==> src/hdl/mhpq_pkg.sv <==
// Package for the min-heap priority queue: codes, defaults and control types.
package mhpq_pkg;

  localparam int DEPTH_DEF     = 64;
  localparam int KEY_WIDTH_DEF = 32;
  localparam int VAL_W         = 32;

  localparam logic [1:0] FN_INSERT = 2'd0;
  localparam logic [1:0] FN_REMOVE = 2'd1;
  localparam logic [1:0] FN_CLEAR  = 2'd2;

  localparam logic [1:0] ERR_OK    = 2'd0;
  localparam logic [1:0] ERR_EMPTY = 2'd1;
  localparam logic [1:0] ERR_FULL  = 2'd2;

  typedef enum logic [2:0] {
    ST_IDLE,
    ST_DECODE,
    ST_UP_RD,
    ST_UP_CMP,
    ST_DN_LAST,
    ST_DN_RD,
    ST_DN_CMP,
    ST_FINISH
  } mhpq_state_t;

  typedef struct packed {
    logic load;
    logic ins_begin;
    logic rem_begin;
    logic clr;
    logic set_err_empty;
    logic set_err_full;
    logic last_cap;
    logic up_rd;
    logic up_move;
    logic dn_rd;
    logic dn_move;
    logic put_key;
    logic finish;
  } mhpq_cmd_t;

  typedef struct packed {
    logic [1:0] op;
    logic       full;
    logic       empty;
    logic       one;
    logic       pos_zero;
    logic       up_lt;
    logic       no_left;
    logic       dn_lt;
  } mhpq_stat_t;

endpackage

==> src/hdl/mhpq_ram.sv <==
// Generic RAM: one write port, two registered read ports.
module mhpq_ram #(
  parameter int W = 32,
  parameter int D = 64,
  localparam int AW = $clog2(D)
) (
  input  logic          clk,
  input  logic          we,
  input  logic [AW-1:0] waddr,
  input  logic [W-1:0]  wdata,
  input  logic [AW-1:0] raddr_a,
  output logic [W-1:0]  rdata_a,
  input  logic [AW-1:0] raddr_b,
  output logic [W-1:0]  rdata_b
);

  logic [W-1:0] mem_r [D];

  always_ff @(posedge clk) begin
    if (we) begin
      mem_r[waddr] <= wdata;
    end
    rdata_a <= mem_r[raddr_a];
    rdata_b <= mem_r[raddr_b];
  end

endmodule

==> src/hdl/mhpq_ctrl.sv <==
// Controller state machine for the min-heap priority queue.
module mhpq_ctrl (
  input  logic                 clk,
  input  logic                 rst_n,
  input  logic                 start,
  output logic                 busy,
  output logic                 out_valid,
  input  mhpq_pkg::mhpq_stat_t stat,
  output mhpq_pkg::mhpq_cmd_t  cmd
);

  mhpq_pkg::mhpq_state_t state_r, state_nxt;
  logic                  out_valid_r, out_valid_nxt;

  always_ff @(posedge clk) begin
    if (!rst_n) begin
      state_r     <= mhpq_pkg::ST_IDLE;
      out_valid_r <= 1'b0;
    end else begin
      state_r     <= state_nxt;
      out_valid_r <= out_valid_nxt;
    end
  end

  always_comb begin
    state_nxt     = state_r;
    cmd           = '0;
    out_valid_nxt = 1'b0;
    case (state_r)
      mhpq_pkg::ST_IDLE: begin
        if (start) begin
          cmd.load  = 1'b1;
          state_nxt = mhpq_pkg::ST_DECODE;
        end
      end
      mhpq_pkg::ST_DECODE: begin
        state_nxt = mhpq_pkg::ST_FINISH;
        case (stat.op)
          mhpq_pkg::FN_INSERT: begin
            if (stat.full) begin
              cmd.set_err_full = 1'b1;
            end else begin
              cmd.ins_begin = 1'b1;
              state_nxt     = mhpq_pkg::ST_UP_RD;
            end
          end
          mhpq_pkg::FN_REMOVE: begin
            if (stat.empty) begin
              cmd.set_err_empty = 1'b1;
            end else begin
              cmd.rem_begin = 1'b1;
              if (!stat.one) begin
                state_nxt = mhpq_pkg::ST_DN_LAST;
              end
            end
          end
          mhpq_pkg::FN_CLEAR: begin
            cmd.clr = 1'b1;
          end
          default: begin
            state_nxt = mhpq_pkg::ST_FINISH;
          end
        endcase
      end
      mhpq_pkg::ST_UP_RD: begin
        if (stat.pos_zero) begin
          cmd.put_key = 1'b1;
          state_nxt   = mhpq_pkg::ST_FINISH;
        end else begin
          cmd.up_rd = 1'b1;
          state_nxt = mhpq_pkg::ST_UP_CMP;
        end
      end
      mhpq_pkg::ST_UP_CMP: begin
        if (stat.up_lt) begin
          cmd.up_move = 1'b1;
          state_nxt   = mhpq_pkg::ST_UP_RD;
        end else begin
          cmd.put_key = 1'b1;
          state_nxt   = mhpq_pkg::ST_FINISH;
        end
      end
      mhpq_pkg::ST_DN_LAST: begin
        cmd.last_cap = 1'b1;
        state_nxt    = mhpq_pkg::ST_DN_RD;
      end
      mhpq_pkg::ST_DN_RD: begin
        if (stat.no_left) begin
          cmd.put_key = 1'b1;
          state_nxt   = mhpq_pkg::ST_FINISH;
        end else begin
          cmd.dn_rd = 1'b1;
          state_nxt = mhpq_pkg::ST_DN_CMP;
        end
      end
      mhpq_pkg::ST_DN_CMP: begin
        if (stat.dn_lt) begin
          cmd.dn_move = 1'b1;
          state_nxt   = mhpq_pkg::ST_DN_RD;
        end else begin
          cmd.put_key = 1'b1;
          state_nxt   = mhpq_pkg::ST_FINISH;
        end
      end
      mhpq_pkg::ST_FINISH: begin
        cmd.finish    = 1'b1;
        out_valid_nxt = 1'b1;
        state_nxt     = mhpq_pkg::ST_IDLE;
      end
      default: begin
        state_nxt = mhpq_pkg::ST_IDLE;
      end
    endcase
  end

  assign busy      = (state_r != mhpq_pkg::ST_IDLE);
  assign out_valid = out_valid_r;

endmodule

==> src/hdl/mhpq_dp.sv <==
// Datapath for the min-heap priority queue: key store, sift registers, result registers.
module mhpq_dp #(
  parameter int DEPTH     = mhpq_pkg::DEPTH_DEF,
  parameter int KEY_WIDTH = mhpq_pkg::KEY_WIDTH_DEF,
  localparam int CW = $clog2(DEPTH + 1)
) (
  input  logic                              clk,
  input  logic                              rst_n,
  input  logic [1:0]                        in_func,
  input  logic signed [mhpq_pkg::VAL_W-1:0] in_value,
  input  mhpq_pkg::mhpq_cmd_t               cmd,
  output mhpq_pkg::mhpq_stat_t              stat,
  output logic signed [mhpq_pkg::VAL_W-1:0] out_removed_value,
  output logic                              out_removed_valid,
  output logic [1:0]                        out_error_code,
  output logic [CW-1:0]                     out_entry_count_out,
  output logic signed [mhpq_pkg::VAL_W-1:0] out_front_value,
  output logic                              out_front_valid
);

  localparam int AW = $clog2(DEPTH);
  localparam int IW = AW + 2;
  localparam int VW = mhpq_pkg::VAL_W;

  logic [1:0]           op_r;
  logic [KEY_WIDTH-1:0] key_r;
  logic [AW-1:0]        pos_r;
  logic [CW-1:0]        cnt_r;
  logic [KEY_WIDTH-1:0] front_r;
  logic [KEY_WIDTH-1:0] rem_val_r;
  logic                 rem_vld_r;
  logic [1:0]           err_r;

  logic [IW-1:0]        pos_x, l_idx, r_idx, cnt_x;
  logic [AW-1:0]        par_idx, child_idx;
  logic                 has_l, has_r, r_lt_l;
  logic [KEY_WIDTH-1:0] rd_a, rd_b, child_v;
  logic                 we;
  logic [KEY_WIDTH-1:0] wdata;
  logic [AW-1:0]        raddr_a;

  function automatic logic [VW-1:0] key_ext(input logic [KEY_WIDTH-1:0] k);
    key_ext = VW'($signed(k));
  endfunction

  assign pos_x     = IW'(pos_r);
  assign l_idx     = (pos_x << 1) + IW'(1);
  assign r_idx     = l_idx + IW'(1);
  assign cnt_x     = IW'(cnt_r);
  assign par_idx   = (pos_r - AW'(1)) >> 1;
  assign has_l     = (l_idx < cnt_x);
  assign has_r     = (r_idx < cnt_x);
  assign r_lt_l    = has_r && ($signed(rd_b) < $signed(rd_a));
  assign child_v   = r_lt_l ? rd_b : rd_a;
  assign child_idx = r_lt_l ? r_idx[AW-1:0] : l_idx[AW-1:0];

  always_comb begin
    if (cmd.rem_begin) begin
      raddr_a = AW'(cnt_r - CW'(1));
    end else if (cmd.up_rd) begin
      raddr_a = par_idx;
    end else begin
      raddr_a = l_idx[AW-1:0];
    end
  end

  assign we    = cmd.put_key | cmd.up_move | cmd.dn_move;
  assign wdata = cmd.put_key ? key_r : (cmd.up_move ? rd_a : child_v);

  mhpq_ram #(
    .W (KEY_WIDTH),
    .D (DEPTH)
  ) u_store (
    .clk     (clk),
    .we      (we),
    .waddr   (pos_r),
    .wdata   (wdata),
    .raddr_a (raddr_a),
    .rdata_a (rd_a),
    .raddr_b (r_idx[AW-1:0]),
    .rdata_b (rd_b)
  );

  always_comb begin
    stat.op       = op_r;
    stat.full     = (cnt_r == CW'(DEPTH));
    stat.empty    = (cnt_r == '0);
    stat.one      = (cnt_r == CW'(1));
    stat.pos_zero = (pos_r == '0);
    stat.up_lt    = ($signed(key_r) < $signed(rd_a));
    stat.no_left  = !has_l;
    stat.dn_lt    = ($signed(child_v) < $signed(key_r));
  end

  always_ff @(posedge clk) begin
    if (!rst_n) begin
      cnt_r <= '0;
    end else if (cmd.ins_begin) begin
      cnt_r <= cnt_r + CW'(1);
    end else if (cmd.rem_begin) begin
      cnt_r <= cnt_r - CW'(1);
    end else if (cmd.clr) begin
      cnt_r <= '0;
    end
  end

  always_ff @(posedge clk) begin
    if (cmd.load) begin
      op_r      <= in_func;
      key_r     <= KEY_WIDTH'($unsigned(in_value));
      err_r     <= mhpq_pkg::ERR_OK;
      rem_vld_r <= 1'b0;
    end
    if (cmd.ins_begin) begin
      pos_r <= AW'(cnt_r);
    end
    if (cmd.rem_begin) begin
      rem_val_r <= front_r;
      rem_vld_r <= 1'b1;
      pos_r     <= '0;
    end
    if (cmd.set_err_empty) begin
      err_r <= mhpq_pkg::ERR_EMPTY;
    end
    if (cmd.set_err_full) begin
      err_r <= mhpq_pkg::ERR_FULL;
    end
    if (cmd.last_cap) begin
      key_r <= rd_a;
    end
    if (cmd.up_move) begin
      pos_r <= par_idx;
    end
    if (cmd.dn_move) begin
      pos_r <= child_idx;
    end
    if (we && (pos_r == '0)) begin
      front_r <= wdata;
    end
    if (cmd.finish) begin
      out_removed_value   <= rem_vld_r ? key_ext(rem_val_r) : '0;
      out_removed_valid   <= rem_vld_r;
      out_error_code      <= err_r;
      out_entry_count_out <= cnt_r;
      out_front_value     <= (cnt_r != '0) ? key_ext(front_r) : '0;
      out_front_valid     <= (cnt_r != '0);
    end
  end

endmodule

==> src/hdl/min_heap_priority_queue.sv <==
// Top level of the min-heap priority queue.
// Usage:
//   A request is taken at a rising edge with start high and busy low; in_func
//   selects insert (in_value is the key), remove-minimum or clear. busy stays
//   high until the request is finished; start while busy is ignored.
//   Each request gives one result: out_valid is high for exactly one cycle
//   with the out_ fields, and the receiver cannot hold it off.
// Sequencing: an accepted request is decoded and then finished. Clear, errors,
//   no-op and a remove that empties the heap go straight from decode to finish;
//   an insert climbs from the new last slot, and a remove first loads the last
//   key, then sinks from the root. Either walk ends by writing the key into its
//   slot, at the root or a leaf or where the compare stops it. Each heap level
//   costs one read of the key store and one compare-and-write step; the sift
//   loop sets the rate, one request at a time, and a new request is taken in
//   the cycle the result is shown.
// Reset: synchronous, active low; the heap becomes empty. Stored keys are not
//   cleared, the entry count alone marks which are live.
module min_heap_priority_queue #(
  parameter int DEPTH     = mhpq_pkg::DEPTH_DEF,
  parameter int KEY_WIDTH = mhpq_pkg::KEY_WIDTH_DEF,
  localparam int CW = $clog2(DEPTH + 1)
) (
  input  logic                              clk,
  input  logic                              rst_n,
  input  logic                              start,
  output logic                              busy,
  input  logic [1:0]                        in_func,
  input  logic signed [mhpq_pkg::VAL_W-1:0] in_value,
  output logic                              out_valid,
  output logic signed [mhpq_pkg::VAL_W-1:0] out_removed_value,
  output logic                              out_removed_valid,
  output logic [1:0]                        out_error_code,
  output logic [CW-1:0]                     out_entry_count_out,
  output logic signed [mhpq_pkg::VAL_W-1:0] out_front_value,
  output logic                              out_front_valid
);

  mhpq_pkg::mhpq_cmd_t  cmd;
  mhpq_pkg::mhpq_stat_t stat;

  mhpq_ctrl u_ctrl (
    .clk       (clk),
    .rst_n     (rst_n),
    .start     (start),
    .busy      (busy),
    .out_valid (out_valid),
    .stat      (stat),
    .cmd       (cmd)
  );

  mhpq_dp #(
    .DEPTH     (DEPTH),
    .KEY_WIDTH (KEY_WIDTH)
  ) u_dp (
    .clk                 (clk),
    .rst_n               (rst_n),
    .in_func             (in_func),
    .in_value            (in_value),
    .cmd                 (cmd),
    .stat                (stat),
    .out_removed_value   (out_removed_value),
    .out_removed_valid   (out_removed_valid),
    .out_error_code      (out_error_code),
    .out_entry_count_out (out_entry_count_out),
    .out_front_value     (out_front_value),
    .out_front_valid     (out_front_valid)
  );

endmodule

==> config.mk <==
export PLATFORM = sky130hd
export DESIGN_NAME = min_heap_priority_queue
export DESIGN_NICKNAME = d
export VERILOG_FILES = /design/src/hdl/mhpq_pkg.sv /design/src/hdl/mhpq_ram.sv /design/src/hdl/mhpq_ctrl.sv /design/src/hdl/mhpq_dp.sv /design/src/hdl/min_heap_priority_queue.sv
export SDC_FILE = /design/constraint.sdc
export NUM_CORES = 2
export LEC_CHECK = 0
export CORE_ASPECT_RATIO = 1.4
export CORE_MARGIN = 2
export CORE_UTILIZATION = 60
export DETAILED_ROUTE_END_ITERATION = 16
export DONT_BUFFER_PORTS = 1
export GPL_ROUTABILITY_DRIVEN = 1
export MAX_ROUTING_LAYER = met4
export PLACE_DENSITY = 0.74
export SLEW_MARGIN = 20
export SYNTH_ARGS = -nofsm -noshare
export SYNTH_HDL_FRONTEND = slang
export SYNTH_SLANG_ARGS = --single-unit
==> constraint.sdc <==
create_clock -name clk -period 15.85 [get_ports clk]
set_input_delay 0 -clock clk [delete_from_list [all_inputs] [get_ports clk]]
set_output_delay 0 -clock clk [all_outputs]
set_load 0.05 [all_outputs]
==> results.sh <==
export IMPL_status="completed"
export IMPL_dr_total_vias=68830
export IMPL_global_route_wire_length_before_repair_um=458300
export IMPL_wirelength_um=324700
export IMPL_most_common_layout_cells="2227 x edfxtp_1, 1843 x nand2_1, 845 x nand3_1"
export IMPL_worst_hold_path_type="in2reg"
export IMPL_gp_routability_congestion=0.9685
export IMPL_grt_start_max_net_pins=174
export IMPL_leakage_dissipation_nw=38.08
export IMPL_htree_num_levels=4
export IMPL_preCtsSetupSlack_ps=6698
export IMPL_layout_setup_ws_ps=6623
export IMPL_fin_setup_tns_ps=0
export IMPL_start_util_pct=60.27
export IMPL_worstSkewPairLatency_ps=880
export IMPL_ant_nets=0
export IMPL_wl_per_cell_um=32.94
export IMPL_synthesis_nets=7617
export IMPL_ys_async_sr_fraction_pct=0
export IMPL_groute_usage_overall_pct=38.01
export IMPL_shortest_period_the_worst_path_allows_ps=9227
export IMPL_syn_to_final_growth_pct=10.14
export IMPL_max_vdd_ir_drop_uv=179.4
export IMPL_cts_root_buf="clkbuf_16"
export IMPL_clock_skew_ps=34.64
export IMPL_dp_wirelength_um=181100
export IMPL_detail_route_drc_violations=0
export IMPL_detailedRoute_firstIterationViolations=11140
export IMPL_fin_crit_sh_pct=58.22
export IMPL_timing_critical_path_from_type="flop"
export IMPL_mostFrequentLayoutCell="edfxtp_1"
export IMPL_clockBufferDepth=3
export IMPL_place_port_buffers=0
export IMPL_worst_endpoint_arrival_ps=9820
export IMPL_syn_avg_cell_area_sq_um=13.68
export IMPL_timing_final_hold_violations=0
export IMPL_fp_dieArea_sq_mm=0.1737
export IMPL_io_pins=114
export IMPL_dieWidth_um=352.8
export IMPL_cap_viol_max_count=0
export IMPL_clk_transition_reported_paths_ps=70
export IMPL_max_clock_freq_mhz=108.4
export IMPL_crit_type="reg2reg"
export IMPL_first_global_vias=65790
export IMPL_crit_path_max_fanout=49
export IMPL_grt_antenna_before_repair=16
export IMPL_synth_top_flop_cell="edfxtp_1"
export IMPL_post_route_cells_drive_above_1_share_pct=13.42
export IMPL_synth_cell_type_count=73
export IMPL_core_area_sq_mm=0.1695
export IMPL_setup_viol_count_final=0
export IMPL_synthesis_yosys_warnings=0
export IMPL_timing_worst_slew_pin_value_ps=1394
export IMPL_finalMaxSlewViolations=0
export IMPL_drt_pre_antenna_iters=7
export IMPL_slew_headroom_pct=7.086
export IMPL_post_detailed_route_via_to_cell_ratio=6.981
export IMPL_cts_buffers=198
export IMPL_row_count=179
export IMPL_synth_seq_area_share_pct=66.97
export IMPL_synth_enable_flop_cells=2227
export IMPL_synth_cell_area_sq_mm=0.1022
export IMPL_rsz0062_at_grt="false"
export IMPL_die_y_um=492.3
export IMPL_grt_overflow=0
export IMPL_worstSetupEndpointType="flop"
export IMPL_cts_tree="done"
export IMPL_cts_sinks=2305
export IMPL_crit_required_ps=16450
export IMPL_layout_nets=7568
export IMPL_power_density_mw_per_mm2=195.1
export IMPL_layout_filler_cells=11620
export IMPL_cts_repair_resize_count=0
export IMPL_netlist_instances=7469
export IMPL_ys_seq_elements=2305
[cell type report]
| class | instances | area [sq um] | share of cell area [%] |
|---|---|---|---|
| Inverter | 89 | 340.3 | 0.3024 |
| Sequential cell | 2305 | 68440 | 60.81 |
| Antenna cell | 14 | 35.03 | 0.03113 |
| Tap cell | 2262 | 2830 | 2.515 |
| Clock buffer | 236 | 5140 | 4.567 |
| Clock inverter | 127 | 1257 | 1.117 |
| Multi-Input combinational cell | 4559 | 32180 | 28.60 |
| Timing Repair Buffer | 267 | 2320 | 2.061 |
[worst max-delay path: stages, from the launching register on]
cell and delay (ps):
edfxtp_1 330, buf_4 580, inv_1 390, ha_4 850, ha_1 360, o21a_1 110, o211ai_1 210, nand2_1 90
a31oi_1 400, nand2_2 720, mux2_2 530, ha_1 290, a21o_1 160, a21o_1 170, a2111oi_0 470, nor3_1 120
nor3_1 250, o311ai_1 160, o22a_1 270, a211oi_4 740, buf_12 480, mux2i_4 570, buf_4 520
[cells in the mapped netlist, types with 56 or more instances]
cell      count  share of area [%]
a21oi_1      56               0.27
a311oi_1    228                2.0
a31oi_1      62               0.38
and2_1       67               0.41
and3_1      125               0.77
buf_1       104               0.38
buf_2       133               0.65
clkbuf_1    230               0.84
dfxtp_1      78                1.5
edfxtp_1   2227                 65
ha_1        111                1.4
inv_1        89               0.33
mux2_2       96                1.1
mux2i_1     396                3.9
mux4_2      307                6.8
nand2_1    1844                6.8
nand3_1     845                4.1
nor2_1      114               0.42
o21ai_0      70               0.34
[what timing repair did]
item | 4_1_cts | 5_1_grt
setup buffers | 0 | 0
endpoints found under the setup margin | 0 | 0
hold endpoints to repair | 82 | 0
hold buffers | 71 | 0
[flip-flops by register name, summed over array words and instances (netlist names), 2 cells and up]
name,count
u_dp.cnt_r,7
u_dp.out_entry_count_out,7
u_dp.err_r,2
u_dp.u_store.rdata_a,32
u_dp.key_r,32
u_dp.front_r,32
u_dp.out_removed_value,32
u_dp.pos_r,6
u_ctrl.state_r,3
u_dp.u_store.rdata_b,32
u_dp.u_store.mem_r,2048
u_dp.out_front_value,32
u_dp.rem_val_r,32
u_dp.out_error_code,2
u_dp.op_r,2
[power breakdown]
| part | switching [mW] | total [mW] | internal (mW) |
|---|---|---|---|
| Clock | 2.22 | 4.88 | 2.66 |
| Combinational | 5.95 | 8.33 | 2.38 |
| Sequential | 0.164 | 8.74 | 8.57 |
| Total | 8.33 | 22.0 | 13.6 |
[final timing paths]
path / start / endpoint / slack [ps] / cells past startpoint
min: start / u_dp.rem_vld_r$_SDFFE_PP1P_ / 100 / 4
max reg2reg: u_dp.pos_r[0]$_DFFE_PP_ / u_dp.u_store.mem_r[22][9]$_DFFE_PP_ / 6620 / 22
max: u_dp.pos_r[0]$_DFFE_PP_ / u_dp.u_store.mem_r[22][9]$_DFFE_PP_ / 6620 / 22
min reg2reg: u_dp.err_r[0]$_SDFFE_PP0P_ / u_dp.out_error_code[0]$_DFFE_PP_ / 440 / 0
[per-stage QoR]
stage                     util [%]  cells  hold slack (ps)  cell area [sq um]  power, mW
final                        66.38   9859            98.31             112500      21.95
after global placement       62.15   9411            99.11             105400      16.76
after CTS                    66.34   9845            59.77             112500      21.70
after detailed placement     62.15   9411            99.07             105400      16.88
after floorplan                  -   7469            98.87             102200      13.93
after global routing         66.38   9857            91.29             112500      22.62
[cell families after synthesis]
family / Yosys count / synth area share, %
adders and majority gates: 111 / 1.359
AOI/OAI and AO/OA: 565 / 4.235
muxes: 799 / 11.70
and+or+nand+nor: 3068 / 12.99
xor gates and xnor gates: 16 / 0.1371
buffers and inverters: 605 / 2.606
DFF: 2305 / 66.97
[layer usage]
layer  wire length, um  track usage (%)  vias to the layer above
met5                 0                -                        -
met4             23380            22.18                        0
met3             43310            8.825                     1309
met2            149200            57.72                     5539
met1            108900            47.12                    33840
li1                  -                -                    28140
Power figures use the tool's default switching activity.
